[config.mk]
export PLATFORM = sky130hd
export DESIGN_NAME = chi_square_distance
export DESIGN_NICKNAME = d
export VERILOG_FILES = /design/src/rtl/csd_pkg.sv /design/src/rtl/csd_square.sv /design/src/rtl/csd_divide.sv /design/src/rtl/chi_square_distance.sv
export SDC_FILE = /design/constraint.sdc
export NUM_CORES = 1
export LEC_CHECK = 0
export BUFFER_PORTS_ARGS = -buffer_cell sky130_fd_sc_hd__buf_2
export CORE_MARGIN = 1.5
export CORE_UTILIZATION = 45
export CTS_CLUSTER_SIZE = 30
export DETAILED_ROUTE_END_ITERATION = 16
export GPL_TIMING_DRIVEN = 0
export SLEW_MARGIN = 30
export SYNTH_ARGS = -nofsm -noshare
export SYNTH_HDL_FRONTEND = slang
export SYNTH_SLANG_ARGS = --single-unit
[constraint.sdc]
create_clock -name clk -period 8.9 [get_ports clk]
set_clock_uncertainty 0.2 [all_clocks]
set_input_delay 0.89 -clock clk [delete_from_list [all_inputs] [get_ports clk]]
set_output_delay 0.89 -clock clk [all_outputs]
set_load 0.01 [all_outputs]
[src/rtl/csd_pkg.sv]
// Shared types, widths and defaults for the chi-square distance block.
package csd_pkg;

	localparam int ELEM_BITS_DEF = 16;
	localparam int FRAC_BITS_DEF = 16;
	localparam int FIELD_BITS    = 16;
	localparam int SUM_BITS      = 48;

	typedef struct packed {
		logic signed [FIELD_BITS-1:0] a_value;
		logic signed [FIELD_BITS-1:0] b_value;
		logic                         last;
	} elem_t;

	typedef struct packed {
		logic [SUM_BITS-1:0] distance;
		logic                saturated;
	} result_t;

	typedef enum logic [1:0] {
		ST_IDLE,
		ST_MUL,
		ST_DIV,
		ST_ACC
	} csd_state_t;

endpackage

[src/rtl/csd_square.sv]
// Bit-serial shift-and-add squarer, one multiplier bit per cycle.
module csd_square #(
	parameter int OP_BITS = csd_pkg::ELEM_BITS_DEF + 1
) (
	input  logic                   clk,
	input  logic                   arst_n,
	input  logic                   start,
	input  logic [OP_BITS-1:0]     operand,
	output logic                   done,
	output logic [2*OP_BITS-1:0]   product
);

	localparam int CNT_BITS = $clog2(OP_BITS);

	logic                 busy_q;
	logic                 done_q;
	logic [CNT_BITS-1:0]  cnt_q;
	logic [OP_BITS-1:0]   m_q;
	logic [OP_BITS-1:0]   y_q;
	logic [2*OP_BITS-1:0] p_q;
	logic [OP_BITS:0]     part_sum;

	assign part_sum = {1'b0, p_q[2*OP_BITS-1:OP_BITS]} + (y_q[0] ? {1'b0, m_q} : '0);

	always_ff @(posedge clk or negedge arst_n) begin
		if (!arst_n) begin
			busy_q <= 1'b0;
			done_q <= 1'b0;
			cnt_q  <= '0;
		end else begin
			done_q <= !start && busy_q && (cnt_q == CNT_BITS'(OP_BITS - 1));
			if (start) begin
				busy_q <= 1'b1;
				cnt_q  <= '0;
			end else if (busy_q) begin
				if (cnt_q == CNT_BITS'(OP_BITS - 1)) begin
					busy_q <= 1'b0;
				end
				cnt_q <= cnt_q + 1'b1;
			end
		end
	end

	always_ff @(posedge clk) begin
		if (start) begin
			m_q <= operand;
			y_q <= operand;
			p_q <= '0;
		end else if (busy_q) begin
			y_q <= y_q >> 1;
			p_q <= {part_sum, p_q[OP_BITS-1:1]};
		end
	end

	assign done    = done_q;
	assign product = p_q;

endmodule

[src/rtl/csd_divide.sv]
// Restoring divider that produces one quotient bit per cycle.
module csd_divide #(
	parameter int OP_BITS   = csd_pkg::ELEM_BITS_DEF + 1,
	parameter int FRAC_BITS = csd_pkg::FRAC_BITS_DEF
) (
	input  logic                           clk,
	input  logic                           arst_n,
	input  logic                           start,
	input  logic [2*OP_BITS-1:0]           dividend,
	input  logic [OP_BITS-1:0]             divisor,
	output logic                           done,
	output logic [OP_BITS+FRAC_BITS-1:0]   quotient
);

	localparam int QW       = OP_BITS + FRAC_BITS;
	localparam int CNT_BITS = $clog2(QW);

	logic                busy_q;
	logic                done_q;
	logic [CNT_BITS-1:0] cnt_q;
	logic [OP_BITS-1:0]  s_q;
	logic [OP_BITS-1:0]  r_q;
	logic [QW-1:0]       nq_q;
	logic [OP_BITS:0]    trial;
	logic [OP_BITS:0]    trial_diff;
	logic                fits;

	assign trial      = {r_q, nq_q[QW-1]};
	assign fits       = trial >= {1'b0, s_q};
	assign trial_diff = trial - {1'b0, s_q};

	always_ff @(posedge clk or negedge arst_n) begin
		if (!arst_n) begin
			busy_q <= 1'b0;
			done_q <= 1'b0;
			cnt_q  <= '0;
		end else begin
			done_q <= !start && busy_q && (cnt_q == CNT_BITS'(QW - 1));
			if (start) begin
				busy_q <= 1'b1;
				cnt_q  <= '0;
			end else if (busy_q) begin
				if (cnt_q == CNT_BITS'(QW - 1)) begin
					busy_q <= 1'b0;
				end
				cnt_q <= cnt_q + 1'b1;
			end
		end
	end

	always_ff @(posedge clk) begin
		if (start) begin
			s_q  <= divisor;
			r_q  <= dividend[2*OP_BITS-1:OP_BITS];
			nq_q <= QW'(dividend[OP_BITS-1:0]) << FRAC_BITS;
		end else if (busy_q) begin
			r_q  <= fits ? trial_diff[OP_BITS-1:0] : trial[OP_BITS-1:0];
			nq_q <= {nq_q[QW-2:0], fits};
		end
	end

	assign done     = done_q;
	assign quotient = nq_q;

endmodule

[src/rtl/chi_square_distance.sv]
// Top level of the chi-square distance block: sequencing, accumulation and result register.
// Each item is one element pair (a, b); the block adds (a-b)^2 * 2^FRAC_BITS / (|a|+|b|),
// truncated, to a 48-bit sum that saturates at its maximum with a sticky flag, and on the
// item marked last delivers the sum and clears it. A pair whose elements are both zero adds
// nothing. One item is worked on at a time: the bit-serial squarer forms (a-b)^2,
// then the restoring divider divides it by |a|+|b|; a pair of zeros skips both and
// goes straight to accumulation. The result register lets the next item be taken while
// a result waits to be read.
module chi_square_distance #(
	parameter int ELEM_BITS = csd_pkg::ELEM_BITS_DEF,
	parameter int FRAC_BITS = csd_pkg::FRAC_BITS_DEF
) (
	input  logic             clk,
	input  logic             arst_n,
	input  logic             elem_valid,
	output logic             elem_ready,
	input  csd_pkg::elem_t   elem,
	output logic             result_valid,
	input  logic             result_ready,
	output csd_pkg::result_t result
);

	localparam int DW = ELEM_BITS + 1;
	localparam int QW = DW + FRAC_BITS;
	localparam int SW = csd_pkg::SUM_BITS;
	localparam int XW = (QW > SW ? QW : SW) + 1;
	localparam logic [SW-1:0] SUM_MAX = '1;

	csd_pkg::csd_state_t state_q;
	csd_pkg::csd_state_t state_d;

	logic [ELEM_BITS-1:0] a_raw;
	logic [ELEM_BITS-1:0] b_raw;
	logic signed [DW-1:0] a_w;
	logic signed [DW-1:0] b_w;
	logic signed [DW-1:0] diff_w;
	logic [DW-1:0]        abs_a;
	logic [DW-1:0]        abs_b;
	logic [DW-1:0]        d_abs;
	logic [DW-1:0]        s_sum;
	logic                 s_nz;

	logic [DW-1:0]        s_q;
	logic                 last_q;
	logic                 skip_q;
	logic [SW-1:0]        acc_q;
	logic                 ovf_q;
	logic                 result_valid_q;
	csd_pkg::result_t     result_q;

	logic                 accept;
	logic                 mul_start;
	logic                 div_start;
	logic                 acc_go;
	logic                 mul_done;
	logic                 div_done;
	logic [2*DW-1:0]      product;
	logic [QW-1:0]        quotient;
	logic [QW-1:0]        term;
	logic [XW-1:0]        sum_full;
	logic                 sat;

	assign a_raw  = ELEM_BITS'($unsigned(elem.a_value));
	assign b_raw  = ELEM_BITS'($unsigned(elem.b_value));
	assign a_w    = DW'(signed'(a_raw));
	assign b_w    = DW'(signed'(b_raw));
	assign diff_w = a_w - b_w;
	assign abs_a  = a_w[DW-1] ? DW'(-a_w) : DW'(a_w);
	assign abs_b  = b_w[DW-1] ? DW'(-b_w) : DW'(b_w);
	assign d_abs  = diff_w[DW-1] ? DW'(-diff_w) : DW'(diff_w);
	assign s_sum  = abs_a + abs_b;
	assign s_nz   = s_sum != '0;

	assign accept = elem_valid && elem_ready;

	always_comb begin
		state_d = state_q;
		unique case (state_q)
			csd_pkg::ST_IDLE: begin
				if (elem_valid) begin
					state_d = s_nz ? csd_pkg::ST_MUL : csd_pkg::ST_ACC;
				end
			end
			csd_pkg::ST_MUL: begin
				if (mul_done) begin
					state_d = csd_pkg::ST_DIV;
				end
			end
			csd_pkg::ST_DIV: begin
				if (div_done) begin
					state_d = csd_pkg::ST_ACC;
				end
			end
			csd_pkg::ST_ACC: begin
				if (acc_go) begin
					state_d = csd_pkg::ST_IDLE;
				end
			end
			default: state_d = csd_pkg::ST_IDLE;
		endcase
	end

	always_comb begin
		elem_ready = 1'b0;
		mul_start  = 1'b0;
		div_start  = 1'b0;
		acc_go     = 1'b0;
		unique case (state_q)
			csd_pkg::ST_IDLE: begin
				elem_ready = 1'b1;
				mul_start  = elem_valid && s_nz;
			end
			csd_pkg::ST_MUL: begin
				div_start = mul_done;
			end
			csd_pkg::ST_DIV: begin
			end
			csd_pkg::ST_ACC: begin
				acc_go = !(last_q && result_valid_q && !result_ready);
			end
			default: begin
			end
		endcase
	end

	csd_square #(
		.OP_BITS(DW)
	) u_square (
		.clk     (clk),
		.arst_n  (arst_n),
		.start   (mul_start),
		.operand (d_abs),
		.done    (mul_done),
		.product (product)
	);

	csd_divide #(
		.OP_BITS   (DW),
		.FRAC_BITS (FRAC_BITS)
	) u_divide (
		.clk      (clk),
		.arst_n   (arst_n),
		.start    (div_start),
		.dividend (product),
		.divisor  (s_q),
		.done     (div_done),
		.quotient (quotient)
	);

	assign term     = skip_q ? '0 : quotient;
	assign sum_full = XW'(acc_q) + XW'(term);
	assign sat      = sum_full > XW'(SUM_MAX);

	always_ff @(posedge clk or negedge arst_n) begin
		if (!arst_n) begin
			state_q        <= csd_pkg::ST_IDLE;
			acc_q          <= '0;
			ovf_q          <= 1'b0;
			result_valid_q <= 1'b0;
		end else begin
			state_q <= state_d;
			if (acc_go && last_q) begin
				result_valid_q <= 1'b1;
			end else if (result_valid_q && result_ready) begin
				result_valid_q <= 1'b0;
			end
			if (acc_go) begin
				if (last_q) begin
					acc_q <= '0;
					ovf_q <= 1'b0;
				end else begin
					acc_q <= sat ? SUM_MAX : sum_full[SW-1:0];
					ovf_q <= ovf_q | sat;
				end
			end
		end
	end

	always_ff @(posedge clk) begin
		if (accept) begin
			s_q    <= s_sum;
			last_q <= elem.last;
			skip_q <= !s_nz;
		end
		if (acc_go && last_q) begin
			result_q.distance  <= sat ? SUM_MAX : sum_full[SW-1:0];
			result_q.saturated <= ovf_q | sat;
		end
	end

	assign result_valid = result_valid_q;
	assign result       = result_q;

	assert property (@(posedge clk) disable iff (!arst_n)
		!(mul_done && div_done))
		else $error("Squarer and divider finished in the same cycle.");

	assert property (@(posedge clk) disable iff (!arst_n)
		$rose(result_valid) |-> $past(acc_go && last_q))
		else $error("Result appeared without a last item being accumulated.");

	assert property (@(posedge clk) disable iff (!arst_n)
		result_valid && result.saturated |-> result.distance == SUM_MAX)
		else $error("Saturated result does not hold the maximum sum.");

	assert property (@(posedge clk) disable iff (!arst_n)
		accept |=> !elem_ready)
		else $error("A new item was offered ready while the previous one was in work.");

endmodule

# Yosys cells after proc, flatten, opt, wreduce, memory -nomap -nowiden
# Index checks and enable logic that the tools add are counted.
# Widths: inputs -> output; s select.
totals:
  out_inout_bits: 51
  input_bits: 37
  word_cells: 102
  regBits: 270
classes:
  bitwise_logic: 1
  addsub: 10
  n_mux: 37
  eq_ne: 9
  n_reduce_logical: 21
  magnitude_cmp: 2
op_table:
  columns: ["cell", "n"]
  rows:
  - ["$mux 17", 9]
  - ["$mux 33", 3]
  - ["$mux 48", 2]
  - ["$add 48x33->49", 1]
  - ["$gt 49x48->1 const B", 1]
  - ["$neg 16->17", 2]
  - ["$add 17x18->18", 1]
  - ["$ge 18x17->1", 1]
  - ["$add 17x17->17", 1]
  - ["$neg 17->17", 1]
  - ["$reduce_bool 17->1", 1]
  - ["$sub 16x16->17", 1]
  - ["$sub 17x17->17", 1]
  - ["$mux 1", 13]
  - ["$mux 6", 2]
  - ["$logic_and 1x1->1", 10]
  - ["$mux 2", 5]
  - ["$mux 5", 2]
  - ["$pmux 2 s4", 1]
  - ["$add 6x1->6 const B", 1]
  - ["$eq 6x6->1 const B", 1]
  - ["$reduce_bool 2->1", 3]
  - ["$add 5x1->5 const B", 1]
  - ["$eq 5x5->1 const B", 1]
  - ["other kinds (8)", 15]

# Longest topological paths before layout
logic_depth:
  ltp_word: 9
  mapped_depth: 21
  mapped_depth_nobuf: 17

# Modules after synthesis
# Synthesis repeated with hierarchy kept, for this count alone.
unflattened:
  cells_unflattened: 1753
  hier_area_um2: 17123.9
by_module_without_submodules:
  columns: ["mod", "instances", "area_each_um2", "cells_per_inst", "seq_area_each_um2"]
  rows:
  - ["chi_square_distance", 1, 9350.2, 1036, 3343.2]
  - ["csd_divide", 1, 4082.7, 380, 2052.0]
  - ["csd_square", 1, 3691.0, 337, 1876.8]

# Worst setup path after synthesis
# Ideal clock, no wire load.
synth_path:
  path_type: "in2reg"
  from: "input elem[22] in the netlist's numbering"
  to: "register u_square.y_q[0] (enable)"
  stages: 20
  path_buffers: 3
  slack_ns: 3.282
  t_arrival_ns: 5.090
  setup_time_ns: 0.328
  required_ns: 8.372
  path_cell_list: "nor4_1 inv_1 nor3_1 nand3_1 o21ai_0 xnor2_1 ha_1 clkbuf_1 nand2_1 nand2_1 or3_1 mux2i_1 nor3_1 or4_1 or4b_4 nor4_4 nor2b_1 buf_6 buf_6 or2_1"
synth_via:
  elab_chain_cells: 7
synth_lines:
  columns: ["item", "line", "source"]
  rows:
  - ["from (decl)", "chi_square_distance.sv:17", "input csd_pkg::elem_t elem,"]
  - ["$neg 16->17", "chi_square_distance.sv:68", "assign abs_a = a_w[DW-1] ? DW'(-a_w) : DW'(a_w);"]
  - ["$mux 17 (*)", "chi_square_distance.sv:68", null]
  - ["$add 17x17->17 (*)", "chi_square_distance.sv:71", "assign s_sum = abs_a + abs_b;"]
  - ["net s_sum[10]", "chi_square_distance.sv:40", "logic [DW-1:0] s_sum;"]
  - ["$reduce_bool 17->1 (*)", "chi_square_distance.sv:72", "assign s_nz = s_sum != '0;"]
  - ["$logic_and 1x1->1 (*)", "chi_square_distance.sv:111", "mul_start = elem_valid && s_nz;"]
  - ["$mux 1 (*)", "chi_square_distance.sv:108", "unique case (state_q)"]
  - ["$reduce_bool 2->1 (no line) (*)", null, null]
  - ["to (signal assigned)", "csd_square.sv:47", "y_q <= operand;"]
  - ["to (signal assigned)", "csd_square.sv:50", "y_q <= y_q >> 1;"]
  - ["to (decl)", "csd_square.sv:19", "logic [OP_BITS-1:0] y_q;"]
# The timed path passes the listed nets; every way through them passes the cells marked *.
# A chain may end at the register's enable or synchronous reset.

# Worst setup path after layout
layout_path:
  from: "input elem[22] in the netlist's numbering"
  to: "register u_square.y_q[11] (enable)"
# The elaborated chain is that of the path after synthesis.

==> results.sh <==
export IMPL_async_flop_share_pct=24.8
export IMPL_p_per_area_mw_per_mm2=305
export IMPL_routed_wl_um=38800
export IMPL_drcViolationCount=0
export IMPL_period_needed_ns=6.08
export IMPL_stdcell_area_mm2=0.0187
export IMPL_first_pass_iters=5
export IMPL_post_cts_buffers=0
export IMPL_clock_root_buffer="clkbuf_16"
export IMPL_crit_slowest_cell="or4b_4"
export IMPL_dp_hpwl_um=29900
export IMPL_postLayoutCoreUtil_pct=51.3
export IMPL_die_w_um=195
export IMPL_p_sw_share_pct=37.2
export IMPL_worst_setup_path_type="in2reg"
export IMPL_ff2ff_setup_slack_ns=3.63
export IMPL_p_leak_nw=8.23
export IMPL_netlist_instances=1715
export IMPL_path_max_fanout=17
export IMPL_cts_hold_fix_buffers=0
export IMPL_num_vias=12600
export IMPL_end_kind="register"
export IMPL_rows=70
export IMPL_layout_nets=1988
export IMPL_place_inst=2272
export IMPL_tightestPinTransition_ns=0.929
export IMPL_synth_edf_count=153
export IMPL_final_cell_mix="nand2_1, edfxtp_1, nor2_1, a21oi_1, ha_1"
export IMPL_gp_congestion=0.861
export IMPL_relSlewSlack_pct=37.6
export IMPL_hold_violations=0
export IMPL_io_pins=88
export IMPL_irDropWorstVdd_mv=0.172
export IMPL_crit_chain="buf_2, nor4_1, inv_1, nor3_1, nand3_1, o21ai_0, xnor2_1, ha_1, clkbuf_1, nand2_1, nand2_1, or3_1, mux2i_1, nor3_1, or4_1, or4b_4, nor4_4, nor2b_1, buf_6, buf_6, or2_1"
export IMPL_antenna_found_initial=0
export IMPL_post_drt_wl_per_cell_um=16.7
export IMPL_die_y_um=195
export IMPL_numClockSinks=270
export IMPL_p_total_mw=5.72
export IMPL_htree_num_levels=1
export IMPL_setup_viol=0
export IMPL_placed_area_mm2=0.0177
export IMPL_max_clock_path_buffers=3
export IMPL_drv_slew=0
export IMPL_r2r_start="skip_q"
export IMPL_yosysWarnings=0
export IMPL_cts_clk_slew_worst_paths_ns=0.06
export IMPL_grt_pass1_vias=12500
export IMPL_max_cap_violations=0
export IMPL_critPathMaxStageDelay_ns=0.54
export IMPL_synth_distinct_cells=75
export IMPL_internal_power_mw=3.59
export IMPL_rsz0062_at_grt="no"
export IMPL_syn_area_mm2=0.0167
export IMPL_synth_area_per_cell_um2=9.72
export IMPL_stdcell_count=2328
export IMPL_status="completed"
export IMPL_cts_buffers_inserted=30
export IMPL_cts_tree="built"
export IMPL_hold_class="in2async"
export IMPL_antenna_cells=0
export IMPL_grt_max_degree=38
export IMPL_r2r_cells=15
export IMPL_combPwrFrac_pct=41.8
export IMPL_drive_gt1_share_pct=10.0
export IMPL_antenna_left=0
export IMPL_cp_endpoint="u_square.y_q[11]"
export IMPL_setup_tns_ns=0
export IMPL_viasPerCell=5.42
export IMPL_synth_ff_type="edfxtp_1"
export IMPL_final_common_cell="nand2_1"
export IMPL_clkPwrFrac_pct=21.8
export IMPL_finalCritPeriodShare_pct=68.3
export IMPL_p_seq_share_pct=36.4
export IMPL_grt_overflow_total=0
export IMPL_worst_setup_path_start_kind="input port"
export IMPL_critPathRequiredTime_ns=8.90
export IMPL_arrival_ns=6.08
export IMPL_first_iter_violations=461
export IMPL_timing_fmax_mhz=164
export IMPL_post_cts_resized=0
export IMPL_r2r_end="result[35]"
export IMPL_grt_pass1_wl_um=63300
export IMPL_p_switching_mw=2.13
export IMPL_ys_seq_area_share_pct=43.6
export IMPL_die_area_mm2=0.0382
export IMPL_port_buffers=87
export IMPL_initial_core_util_pct=45.6
export IMPL_cp_startpoint="elem[22]"
export IMPL_core_area_mm2=0.0365
export IMPL_syn_to_final_growth_pct=12.5
export IMPL_ys_ff_latch=270
export IMPL_track_usage_pct=20.3
export IMPL_clk_latency_ns=0.56
export IMPL_synth_nets=1867
worst min path at each step:
stage	endpoint	slack (ns)	start	cells past startpoint
finish	acc_q[20]	0.12	arst_n	1
global route	acc_q[20]	0.14	arst_n	1
CTS	acc_q[20]	0.11	arst_n	1
detailed placement	u_divide.s_q[10]	0.20	s_q[10]	0
global placement	u_divide.s_q[5]	0.20	s_q[5]	0
floorplan	u_divide.s_q[0]	0.20	s_q[0]	0
sequential cells by signal, summed over array words and instances (netlist names), 2 cells and up:
name	cells
u_square.y_q	17
u_square.cnt_q	5
u_divide.s_q	17
s_q	17
acc_q	48
u_divide.quotient	33
u_divide.r_q	17
u_square.m_q	17
u_divide.cnt_q	6
state_q	2
u_square.product	34
result	49
routing by layer:
layer  vias to the layer above  global-route usage (%)  share of wire, %
met5                         -                       0                 0
met3                        57                    2.25               3.4
met4                         0                    5.54               2.2
li1                       6416                       -                 -
met2                       221                    37.9                50
met1                      5935                    24.6                44
power by group through the flow:
stage / Sequential [mW] / Clock, mW / Combinational (mW)
global route: 2.13 / 1.32 / 2.70
finish: 2.08 / 1.25 / 2.39
global placement: 2.11 / 0 / 2.34
detailed placement: 2.11 / 0 / 2.39
CTS: 2.09 / 1.27 / 2.40
floorplan: 2.06 / 0 / 1.81
Yosys cell counts, drive strengths merged, types with 50 or more instances:
| cell type | number | area share [%] |
|---|---|---|
| dfxtp | 50 | 6.0 |
| o21ai | 87 | 2.6 |
| mux2i | 56 | 3.4 |
| a21oi | 115 | 3.5 |
| nor2 | 147 | 3.3 |
| clkbuf | 53 | 1.2 |
| xnor2 | 92 | 4.8 |
| dfrtp | 67 | 10 |
| ha | 110 | 8.3 |
| edfxtp | 153 | 28 |
| nand2 | 167 | 3.8 |
| inv | 91 | 2.0 |
worst max-delay path: cells and delay by family:
family / cells / cell delay (ns)
simple gates: 12 / 3.63
buf+inv: 5 / 0.72
mux: 1 / 0.14
fa+ha+maj: 1 / 0.27
compound gates: 1 / 0.24
xor+xnor: 1 / 0.18
logic make-up (layout without fill, tap and decap cells):
| family | after synthesis | after routing | synth area share [%] |
|---|---|---|---|
| adder cells (fa/ha/maj) | 115 | 115 | 8.86 |
| XOR/XNOR | 130 | 130 | 6.83 |
| flip-flops | 270 | 270 | 43.6 |
| AO/OA/AOI/OAI | 392 | 392 | 15.2 |
| multiplexers | 74 | 74 | 4.87 |
| buffers and inverters | 158 | 303 | 3.79 |
| AND/OR/NAND/NOR | 576 | 576 | 16.8 |
layout make-up:
class                      count  area (um^2)
buffer                        67          292
clock buffer                  43          871
clock inverter                13          128
fill                        3394        17800
inverter                      91          344
multi-input combinational   1287         8770
sequential                   270         7270
tap                          468          586
timing repair buffer          89          478
through the flow:
step / setup WS (ns) / hold slack, ns
after floorplan: 3.28 / 0.200
after global placement: 2.24 / 0.201
after detailed placement: 2.17 / 0.205
after CTS: 2.77 / 0.113
after global routing: 2.51 / 0.140
final: 2.82 / 0.119
Power figures use the tool's default switching activity.
